File: src/rtl/aht_pkg.sv
// Shared types, constants and helpers for the address hit tally table.
`timescale 1ns / 1ps

package aht_pkg;

  localparam int KEY_W  = 64;
  localparam int CNT_W  = 32;
  localparam int SLOT_W = 5;

  localparam logic [CNT_W-1:0] CNT_MAX = {CNT_W{1'b1}};

  // action codes carried on s_axis_tuser
  localparam logic ACT_TALLY = 1'b0;
  localparam logic ACT_READ  = 1'b1;

  // one result item; first member is the most significant
  typedef struct packed {
    logic [CNT_W-1:0] overflow_total;
    logic [CNT_W-1:0] slot_count;
    logic [KEY_W-1:0] slot_key;
    logic [KEY_W-1:0] new_key;
  } result_t;

  localparam int RESULT_W = $bits(result_t);

  function automatic logic [CNT_W-1:0] sat_inc(input logic [CNT_W-1:0] v);
    return (v == CNT_MAX) ? v : v + CNT_W'(1);
  endfunction

endpackage

File: src/rtl/address_hit_tally_table.sv
// Top level of the address hit tally table: control, key/count stores, output.
`timescale 1ns / 1ps
// Usage:
//   cfg_*    : writes base_address (64 bit); always ready. Write only while idle.
//   s_axis_* : one item per transaction. tuser = action (0 tally, 1 read);
//              tdata = return_address [63:0], slot [68:64].
//   m_axis_* : one result per item, tdata = new_key, slot_key, slot_count,
//              overflow_total from the lowest bit up.
// Timing:
//   A tally walks the table one slot per cycle through the key and count
//   RAM read ports (registered read data) and ends at the first matching
//   or empty slot, or after all ENTRIES slots on a miss. A read goes from
//   its read state, and a tally from its scan, to the hold state, which hands
//   the result to the output register; the next item is taken once it has.
//   One item is in work at a time; s_axis_tready is high only when idle.
// Reset:
//   Synchronous rst clears the per-slot valid flags (unwritten slots read
//   as key 0, count 0), the overflow count and base_address at once.
// Stall:
//   A result waits in the output register; while it and the next finished
//   result are both held, the block waits and takes no new item.
module address_hit_tally_table
  import aht_pkg::*;
#(
  parameter int ENTRIES = 32
) (
  input  logic                clk,
  input  logic                rst,
  // configuration: base_address
  input  logic                cfg_valid,
  output logic                cfg_ready,
  input  logic [KEY_W-1:0]    cfg_data,
  // input items
  input  logic                s_axis_tvalid,
  output logic                s_axis_tready,
  input  logic [71:0]         s_axis_tdata,   // return_address[63:0], slot[68:64], zero pad
  input  logic                s_axis_tuser,   // action
  // result items
  output logic                m_axis_tvalid,
  input  logic                m_axis_tready,
  output logic [RESULT_W-1:0] m_axis_tdata    // new_key, slot_key, slot_count, overflow_total
);

  localparam int AW = (ENTRIES > 1) ? $clog2(ENTRIES) : 1;
  localparam int SWW = AW + SLOT_W;

  localparam logic [1:0] ST_IDLE = 2'd0;
  localparam logic [1:0] ST_SCAN = 2'd1;
  localparam logic [1:0] ST_READ = 2'd2;
  localparam logic [1:0] ST_HOLD = 2'd3;

  logic [1:0]         state;
  logic [KEY_W-1:0]   base_address;
  logic [KEY_W-1:0]   rel;
  logic [AW-1:0]      idx;
  logic               slot_ok;
  logic [ENTRIES-1:0] valid;
  logic [CNT_W-1:0]   miss;
  result_t            res;

  logic [KEY_W-1:0]   in_addr;
  logic [SLOT_W-1:0]  in_slot;
  logic [SWW-1:0]     slot_wide;
  logic               in_accept;
  logic [KEY_W-1:0]   rel_next;

  logic [AW-1:0]      raddr;
  logic [KEY_W-1:0]   key_rdata;
  logic [CNT_W-1:0]   cnt_rdata;
  logic               mem_we;
  logic [CNT_W-1:0]   cnt_wdata;

  logic [KEY_W-1:0]   cur_key;
  logic [CNT_W-1:0]   cur_cnt;
  logic               hit;
  logic               last;

  logic               out_load_ready;
  result_t            out_data;

  assign cfg_ready     = 1'b1;
  assign s_axis_tready = (state == ST_IDLE);
  assign in_accept     = s_axis_tvalid && s_axis_tready;
  assign in_addr       = s_axis_tdata[63:0];
  assign in_slot       = s_axis_tdata[68:64];
  assign slot_wide     = SWW'(in_slot);

  assign rel_next = (base_address != '0 && in_addr >= base_address)
                    ? in_addr - base_address : in_addr;

  // unwritten slots read as empty
  assign cur_key = valid[idx] ? key_rdata : '0;
  assign cur_cnt = valid[idx] ? cnt_rdata : '0;
  assign hit     = (cur_key == rel) || (cur_key == '0);
  assign last    = (idx == AW'(ENTRIES - 1));
  assign mem_we  = (state == ST_SCAN) && hit;
  // on a match the key is already rel, so the key is always rewritten as rel
  assign cnt_wdata = sat_inc(cur_cnt);

  always_comb begin
    raddr = '0;
    if (state == ST_IDLE) begin
      raddr = (s_axis_tuser == ACT_READ) ? slot_wide[AW-1:0] : '0;
    end else if (state == ST_SCAN) begin
      raddr = idx + AW'(1);
    end
  end

  aht_ram #(.WIDTH(KEY_W), .DEPTH(ENTRIES)) u_key_ram (
    .clk   (clk),
    .we    (mem_we),
    .waddr (idx),
    .wdata (rel),
    .raddr (raddr),
    .rdata (key_rdata)
  );

  aht_ram #(.WIDTH(CNT_W), .DEPTH(ENTRIES)) u_cnt_ram (
    .clk   (clk),
    .we    (mem_we),
    .waddr (idx),
    .wdata (cnt_wdata),
    .raddr (raddr),
    .rdata (cnt_rdata)
  );

  always_ff @(posedge clk) begin
    if (rst) begin
      base_address <= '0;
    end else if (cfg_valid && cfg_ready) begin
      base_address <= cfg_data;
    end
  end

  always_ff @(posedge clk) begin
    if (rst) begin
      state <= ST_IDLE;
      valid <= '0;
      miss  <= '0;
    end else begin
      unique case (state)
        ST_IDLE: begin
          if (in_accept) begin
            state <= (s_axis_tuser == ACT_READ) ? ST_READ : ST_SCAN;
          end
        end
        ST_SCAN: begin
          if (hit) begin
            valid[idx] <= 1'b1;
            state      <= ST_HOLD;
          end else if (last) begin
            miss  <= sat_inc(miss);
            state <= ST_HOLD;
          end
        end
        ST_READ: begin
          state <= ST_HOLD;
        end
        ST_HOLD: begin
          if (out_load_ready) begin
            state <= ST_IDLE;
          end
        end
        default: begin
          state <= ST_IDLE;
        end
      endcase
    end
  end

  // datapath registers
  always_ff @(posedge clk) begin
    case (state)
      ST_IDLE: begin
        if (in_accept) begin
          rel     <= rel_next;
          idx     <= (s_axis_tuser == ACT_READ) ? slot_wide[AW-1:0] : '0;
          slot_ok <= (slot_wide < SWW'(ENTRIES));
        end
      end
      ST_SCAN: begin
        res.slot_key   <= '0;
        res.slot_count <= '0;
        if (hit) begin
          res.new_key        <= (cur_key == '0) ? rel : '0;
          res.overflow_total <= miss;
        end else if (last) begin
          res.new_key        <= '0;
          res.overflow_total <= sat_inc(miss);
        end else begin
          idx <= idx + AW'(1);
        end
      end
      ST_READ: begin
        res.new_key        <= '0;
        res.slot_key       <= slot_ok ? cur_key : '0;
        res.slot_count     <= slot_ok ? cur_cnt : '0;
        res.overflow_total <= miss;
      end
      default: begin
      end
    endcase
  end

  aht_out_reg u_out (
    .clk        (clk),
    .rst        (rst),
    .load_valid (state == ST_HOLD),
    .load_ready (out_load_ready),
    .load_data  (res),
    .m_valid    (m_axis_tvalid),
    .m_ready    (m_axis_tready),
    .m_data     (out_data)
  );

  assign m_axis_tdata = out_data;

`ifndef SYNTHESIS
  a_tally_starts_scan: assert property (@(posedge clk) disable iff (rst)
    in_accept && (s_axis_tuser == ACT_TALLY) |=> (state == ST_SCAN) && (idx == '0))
    else $error("tally did not start its scan at slot zero");

  a_write_ends_scan: assert property (@(posedge clk) disable iff (rst)
    mem_we |=> (state == ST_HOLD))
    else $error("table write did not end the scan");

  a_result_from_hold: assert property (@(posedge clk) disable iff (rst)
    $rose(m_axis_tvalid) |-> ($past(state) == ST_HOLD))
    else $error("result appeared without a held result");

  a_miss_only_when_full: assert property (@(posedge clk) disable iff (rst)
    (miss != $past(miss)) |-> (&$past(valid)))
    else $error("overflow counted while a slot was still free");
`endif

endmodule

File: src/rtl/aht_ram.sv
// Generic single-write, single-read RAM with registered read data.
`timescale 1ns / 1ps

module aht_ram #(
  parameter int WIDTH = 8,
  parameter int DEPTH = 32,
  localparam int AW = (DEPTH > 1) ? $clog2(DEPTH) : 1
) (
  input  logic             clk,
  input  logic             we,
  input  logic [AW-1:0]    waddr,
  input  logic [WIDTH-1:0] wdata,
  input  logic [AW-1:0]    raddr,
  output logic [WIDTH-1:0] rdata
);

  logic [WIDTH-1:0] mem [DEPTH];

  always_ff @(posedge clk) begin
    if (we) begin
      mem[waddr] <= wdata;
    end
    rdata <= mem[raddr];
  end

endmodule

File: src/rtl/aht_out_reg.sv
// Output register holding one result transaction until the receiver takes it.
`timescale 1ns / 1ps

module aht_out_reg
  import aht_pkg::*;
(
  input  logic    clk,
  input  logic    rst,
  input  logic    load_valid,
  output logic    load_ready,
  input  result_t load_data,
  output logic    m_valid,
  input  logic    m_ready,
  output result_t m_data
);

  assign load_ready = !m_valid || m_ready;

  always_ff @(posedge clk) begin
    if (rst) begin
      m_valid <= 1'b0;
    end else if (load_ready) begin
      m_valid <= load_valid;
    end
  end

  always_ff @(posedge clk) begin
    if (load_valid && load_ready) begin
      m_data <= load_data;
    end
  end

endmodule

File: config.mk
export PLATFORM = sky130hd
export DESIGN_NAME = address_hit_tally_table
export DESIGN_NICKNAME = d
export VERILOG_FILES = /design/src/rtl/aht_pkg.sv /design/src/rtl/address_hit_tally_table.sv /design/src/rtl/aht_ram.sv /design/src/rtl/aht_out_reg.sv
export SDC_FILE = /design/constraint.sdc
export NUM_CORES = 2
export LEC_CHECK = 0
export BUFFER_PORTS_ARGS = -buffer_cell sky130_fd_sc_hd__buf_2
export CAP_MARGIN = 20
export CORE_MARGIN = 2
export CORE_UTILIZATION = 45
export CTS_BUF_LIST = sky130_fd_sc_hd__clkbuf_4 sky130_fd_sc_hd__clkbuf_8 sky130_fd_sc_hd__clkbuf_16
export DETAILED_ROUTE_END_ITERATION = 10
export HOLD_SLACK_MARGIN = 0.08
export PLACE_DENSITY = 0.62
export SLEW_MARGIN = 20
export SYNTH_ARGS = -nofsm -noshare
export SYNTH_HDL_FRONTEND = slang
export SYNTH_SLANG_ARGS = --single-unit
File: constraint.sdc
create_clock -name clk -period 19.1 [get_ports clk]
set_input_delay 2.865 -clock clk [delete_from_list [all_inputs] [get_ports clk]]
set_output_delay 2.865 -clock clk [all_outputs]
set_load 0.01 [all_outputs]
; ---- Word-level counts from Yosys, hierarchy flattened
; Memories as Yosys holds them, arrays and structs flattened. A register that Yosys moved wholly into a read port is not among the register bits.
; Cells that the tools add are included.
[totals]
reg_bits = 585
latch_bits = 0
ram_bits = 3072
romBits = 0
mem_count = 2
[mem_list]
columns = memory, depth, word_bits, rd, rd_clocked_by_memory_dff, wr, line
row1 = u_key_ram.mem, 32, 64, 1, 1, 1, aht_ram.sv:17  ; logic [WIDTH-1:0] mem [DEPTH];
row2 = u_cnt_ram.mem, 32, 32, 1, 1, 1, aht_ram.sv:17
[classes]
addsub = 4
n_mul = 0
n_div = 0
order_cmp = 4
eq_ne = 12
n_shift = 0
mux = 32
n_bitwise = 2
n_reduce_logical = 19
[ops]
columns = cell, count
row1 = 2-to-1 mux 64 bit, 6
row2 = one-hot mux 192 bit (2 select lines), 1
row3 = 2-to-1 mux 32 bit, 6
row4 = adder 32 x 1 -> 32 bit (second input constant), 2
row5 = equality test 32 bit (second input constant), 2
row6 = equality test 64 bit, 1
row7 = >= comparator 64 bit, 1
row8 = logical NOT 64 bit, 1
row9 = nonzero test 64 bit, 1
row10 = subtractor 64 bit, 1
row11 = bitwise OR 32 bit, 1
row12 = 2-to-1 mux 5 bit, 6
row13 = less-than comparator 5 x 6 -> 1 bit (second input constant), 2
row14 = 2-to-1 mux 2 bit, 5
row15 = one-hot mux 5 bit (2 select lines), 1
row16 = one-hot mux 2 bit (4 select lines), 1
row17 = inequality test 2 bit (second input constant), 3
row18 = AND reduction 2 bit, 3
row19 = AND reduction 3 bit, 2
row20 = adder 5 x 1 -> 5 bit (second input constant), 1
row21 = binary-select mux 1 bit (select 5 bit), 1
row22 = demux 1 bit (select 5 bit), 1
row23 = equality test 5 bit (second input constant), 1
row24 = >= comparator 5 x 1 -> 1 bit (second input constant), 1
row25 = 12 further kinds, 22

; ---- Logic depth before layout (Yosys ltp)
[depth]
word_depth = 8
mapped_depth = 20
ltp_nobuf = 16

; ---- Cells and area by module
; Synthesis repeated with hierarchy kept, for this count alone.
[hier_totals]
cells_unflattened = 7925
hier_area_um2 = 147651.6
[by_module_without_submodules]
columns = module, instances, cells_each, area_per_inst_um2, seq_area_each_um2
row1 = aht_ram at u_key_ram, 1, 3097, 78964.5, 62780.2
row2 = aht_ram at u_cnt_ram, 1, 2260, 40485.1, 31390.1
row3 = address_hit_tally_table, 1, 2371, 22381.5, 10440.0
row4 = aht_out_reg, 1, 197, 5820.6, 5785.5

; ---- Worst setup path before layout
; No wires, ideal clock.
[synth_path]
path_kind = input to register
start = in m_axis_tready
end = reg u_out.m_data[0] (netlist bit) (enable)
setup_ns = 0.770
arrival_ns = 11.403
path_slack_ns = 6.927
path_stages = 2
n_path_buf = 0
path_cell_list = nor2b_1 > nor2b_1
[synth_between]
elab_chain_len = 2
[synth_rtl]
columns = item, line
row1 = "start, declared", address_hit_tally_table.sv:40  ; input logic m_axis_tready,
row2 = logical OR 1 bit, aht_out_reg.sv:17  ; assign load_ready = !m_valid || m_ready;
row3 = logical AND 1 bit, aht_out_reg.sv:28  ; if (load_valid && load_ready) begin
row4 = "end signal, assigned", aht_out_reg.sv:29  ; m_data <= load_data;
row5 = "end, declared", aht_out_reg.sv:14  ; output result_t m_data
; Every way passes these cells.
; A chain may end at the register's enable or synchronous reset.

; ---- Final worst setup path
[layout_path]
start = reg idx[2]
end = mem u_key_ram.mem[27][14] (netlist bit) (enable)
[layout_between]
elab_chain_len = 8
word_cells_on_any_way = 9
[layout_rtl]
columns = item, line
row1 = "start, declared", address_hit_tally_table.sv:55  ; logic [AW-1:0] idx;
row2 = "start signal, assigned", address_hit_tally_table.sv:177  ; idx <= (s_axis_tuser == ACT_READ) ? slot_wide[AW-1:0] : '0;
row3 = "start signal, assigned", address_hit_tally_table.sv:191  ; idx <= idx + AW'(1);
row4 = binary-select mux 1 bit (select 5 bit), address_hit_tally_table.sv:92  ; assign cur_key = valid[idx] ? key_rdata : '0;
row5 = 2-to-1 mux 1 bit (implied by the code), address_hit_tally_table.sv:92
row6 = 2-to-1 mux 64 bit, address_hit_tally_table.sv:92
row7 = equality test 64 bit or logical NOT 64 bit (tied branches), address_hit_tally_table.sv:94  ; assign hit = (cur_key == rel) || (cur_key == '0);
row8 = logical OR 1 bit, address_hit_tally_table.sv:94
row9 = logical AND 1 bit, address_hit_tally_table.sv:96  ; assign mem_we = (state == ST_SCAN) && hit;
row10 = 2-to-1 mux 1 bit, aht_ram.sv:20  ; if (we) begin
row11 = 2-to-1 mux 1 bit (implied by the code), aht_ram.sv:21  ; mem[waddr] <= wdata;
row12 = "end, declared", aht_ram.sv:17
; Several ways; a longest one is shown, not always the timed one. The select of a mux whose other input is x is not followed.

==> run summary <==
The largest fanout on the critical path came out at 94. The run finished with clean final reports. The number of top-level design ports came out at ~340. The tool flagged a number of max-cap violations equal to 0. For this run, the slowest stage of the critical path takes 1.00 ns. The residual antenna-violating net count after detailed routing is 0. The total number of nets in the final design is 12,064. The final standard cell count with taps included and fillers excluded is 16,565. The mean area per synthesized cell came out at 12.97 um2.

The port buffer count is 332. The number of antenna violations at the first check in global routing is 29. The routed design could run at a clock period as short as 8.870 ns.

The instance count after placement with tap cells included came out at 15,856. The net switching power figure came out at 5.910 mW. After detailed routing, the number of remaining DRC violations is 0. The clock transition at the registers of the reported paths is about 0.060 ns. The worst setup path is of the flip-flop to flip-flop kind. The sequential power share came out at 47.9%. The via count of the first global-routing pass is 94,835. The floorplan row count came out at between 200 and 250. The tree is rooted in a clkbuf_16.

The layout overhead on the synthesized area is 12.86%. The count of pins over their slew limit is 0. The buffers inserted during post-CTS setup optimization is 0. The number of detailed-routing iterations run before antenna repair is 7.

After synthesis the cells add up to 151,300 um2. For this block, the initial DRC count from the detailed router was between 10,000 and 15,000. STA classifies the critical path endpoint as a flip-flop. The first global-routing pass estimated 650.3 mm of wire.

The most used flip-flop cell after synthesis is edfxtp_1. The CTS tree is built. The number of hold buffers added after CTS came out at 0.

The number of gates given a new drive strength after cts came out at 0. The largest net degree at the start of global routing is between 200 and 250. The worst hold slack came out at 0.4070 ns. The setup skew after layout is 0.08232 ns. The fraction of the cycle the final worst path needs came out at 46.44%.

The wire length after detailed routing is 457.4 mm. The overall die width came out at just under 600 um. The total of flip-flops plus latches after synthesis is 3,752. The normalized max-slew margin is between 10% and 20%. In this run the number of H-tree levels came out at 5.

The HPWL after detailed placement is 240.7 mm. The internal power of the cells totals 14.92 mW. The final hold violation count was 0. In this run the vertical extent of the chip is approximately 580 um. The number of endpoints failing setup at the final stage came out at 0. For this design the static power due to leakage is 60.06 nW.

The total negative setup slack is 0 ns. The clock network fraction of design power came out at a little over a third. Of the synthesized area, sequential elements account for 72.95%. The per-cell routed wire length is 27.61 um. The met1 layer usage reported by global route is between 30% and 40%. The floorplan core area came out at 334,000 um2. In this run, the combinational gates consume 16.4% of the power. In this run the worst hold path is classified as flip-flop to flip-flop.

The fmax came out at between 100 and 150 MHz. Summed over all layers, the global routing overflow is 0. Once layout is complete, the utilization of the core stands at 51.14%. The number of warnings printed during yosys synthesis came out at 0.

In the synthesized netlist the async set-or-reset flop fraction comes to 0%. Setup repair after global routing left no endpoint under its margin. The peak supply drop came out at 0.07905 mV. The cell that appears most often on the critical path is buf_4. The count of flip-flops with a built-in enable after synthesis came out at 3,525.

Data arrives at the worst endpoint at roughly 9.4 ns. At the pin with the least slew margin, the transition time is ~1.2 ns. Global routing consumed, on the met2 layer, 41.98% of the routing resources. The switching portion of total power is 28.38%. The layer flagged by global routing as most heavily used is met2. Cells with a size suffix above 1 make up a little under an eighth of the layout.

The initial standard-cell utilization of the core came out at 45.31%. The met3 layer usage reported by global route came out at 4.215%. Traced cell by cell, the critical path runs through nand3_1 > o22ai_1 > nor4_2 > mux2_4 > a2111oi_2 > o2111a_1 > and4_1 > a21o_4 > nand2_2 > nor2_4 > buf_4 > buf_4 > buf_4. For this design, the sink count on the clock tree is 3,752. The die area came out at 340,900 um2. Routability-driven placement finished with a final weighted congestion of 0.9303. After detailed routing, the number of vias per cell comes to approximately 6.

The number of buffers on the longest clock path is 4. The power per cell area came out at between 100 and 150 nW/um2. The clock latency of the later-clocked register in the worst-skew pair is 0.98 ns. The number of clock buffers inserted by TritonCTS came out at 375. In the global route stage, overall resource usage came out at about 26%. The number of standard cells after synthesis came out at 11,669. When the netlist entered floorplanning its net count stood at 11,887. Detailed routing inserted a total of 100,436 vias. The number of distinct library cell variants in the gate-level netlist after synthesis came out at 82. STA classifies the critical path startpoint as a flip-flop. The required arrival time at the worst endpoint came out at between 15 and 20 ns.

The slowest stage of the critical path is the a2111oi_2 cell.
logic make-up (layout without fill, tap and decap cells):
logic type | Yosys count | in the layout | share of synthesized area (%)
and+or+nand+nor | 5066 | 5066 | 14.63
DFF | 3752 | 3752 | 72.95
AOI/OAI and AO/OA | 1518 | 1518 | 7.396
buffers and inverters | 948 | 1438 | 2.403
muxes | 158 | 158 | 1.115
xor gates and xnor gates | 150 | 150 | 0.8682
adders and majority gates | 76 | 76 | 0.6333
other | 1 | 20 | 0.002478
synth_stat cells, types with 70 or more instances:
library cell	instances	area, um2
a21o_1	142	1066
nand2_1	3165	11880
a311oi_1	575	5036
o21ai_0	89	445.4
ha_1	75	938.4
a211oi_1	111	833.3
xor2_1	86	753.2
nor3_1	93	465.5
edfxtp_1	3525	105900
a31oi_1	232	1451
nor2_1	232	870.8
a21oi_1	213	1066
nor4_1	70	437.9
clkbuf_1	713	2676
dfxtp_1	227	4544
nand3_1	818	4094
inv_1	151	566.8
mux2i_1	86	860.8
and3_1	514	3216
worst paths after layout:
kind                from                    end  slack [ns]  cells after the start
hold reg to reg   res[8]        u_out.m_data[8]        0.41                      0
setup reg to reg  idx[2]  u_key_ram.mem[27][14]       10.23                     13
hold / removal    res[8]        u_out.m_data[8]        0.41                      0
setup / recovery  idx[2]  u_key_ram.mem[27][14]       10.23                     13
state kept, by name, indices dropped and copies added, names as in the netlist, 32 cells and up:
signal           flops
base_address        64
miss                32
rel                 64
res                192
u_cnt_ram.mem     1024
u_cnt_ram.rdata     32
u_key_ram.mem     2048
u_key_ram.rdata     64
u_out.m_data       192
valid               32
per-layer routing:
metal	routed length (um)	part of all wire, %
met5	0	0
met4	24290	5.3
met3	39480	8.6
met2	216700	47
met1	176900	39
final cells by class:
cell class / instances / area [um2]
flip-flops and latches: 3752 / 110400
diodes: 19 / 47.55
multi-input cells: 6969 / 37820
inverters: 151 / 569.3
clock buffers: 489 / 10580
clock inverters: 201 / 1872
repair buffers: 597 / 4020
well taps: 4387 / 5489
fillers: 27643 / 163200
metrics by stage:
step           area [um2]  total power [mW]  setup WS [ns]
2_1_floorplan      151300             12.09          6.927
3_3_place_gp       158100             13.39          10.80
3_5_place_dp       158200             13.45          10.72
4_1_cts            170700             20.83          10.65
5_1_grt            170800             21.48          10.18
6_report           170800             20.83          10.23
power by group through the flow:
stage	clock [mW]	combinational, mW	sequential, mW
global route	7.84	3.66	9.98
detailed placement	0	3.33	10.1
CTS	7.53	3.35	9.96
floorplan	0	2.02	10.1
global placement	0	3.27	10.1
finish	7.44	3.41	9.98
placed cells by master (no fill, tap or decap), drive strengths merged, types with 143 or more instances in the layout:
master,netlist,final
a21o,143,143
a21oi,214,214
a311oi,575,575
a31oi,232,232
and3,514,514
buf,84,597
clkbuf,713,489
dfxtp,227,227
edfxtp,3525,3525
inv,151,163
nand2,3169,3169
nand3,818,818
nor2,232,232
critical path: cells and delay by family (launching register included):
family | cells | cell delay [ns]
flip-flops | 1 | 0.76
AND/OR/NAND/NOR | 5 | 2.14
multiplexers | 1 | 0.45
buffers and inverters | 3 | 2.31
AO/OA/AOI/OAI | 4 | 2.55
No activity file was read; power rests on OpenSTA's default activity.
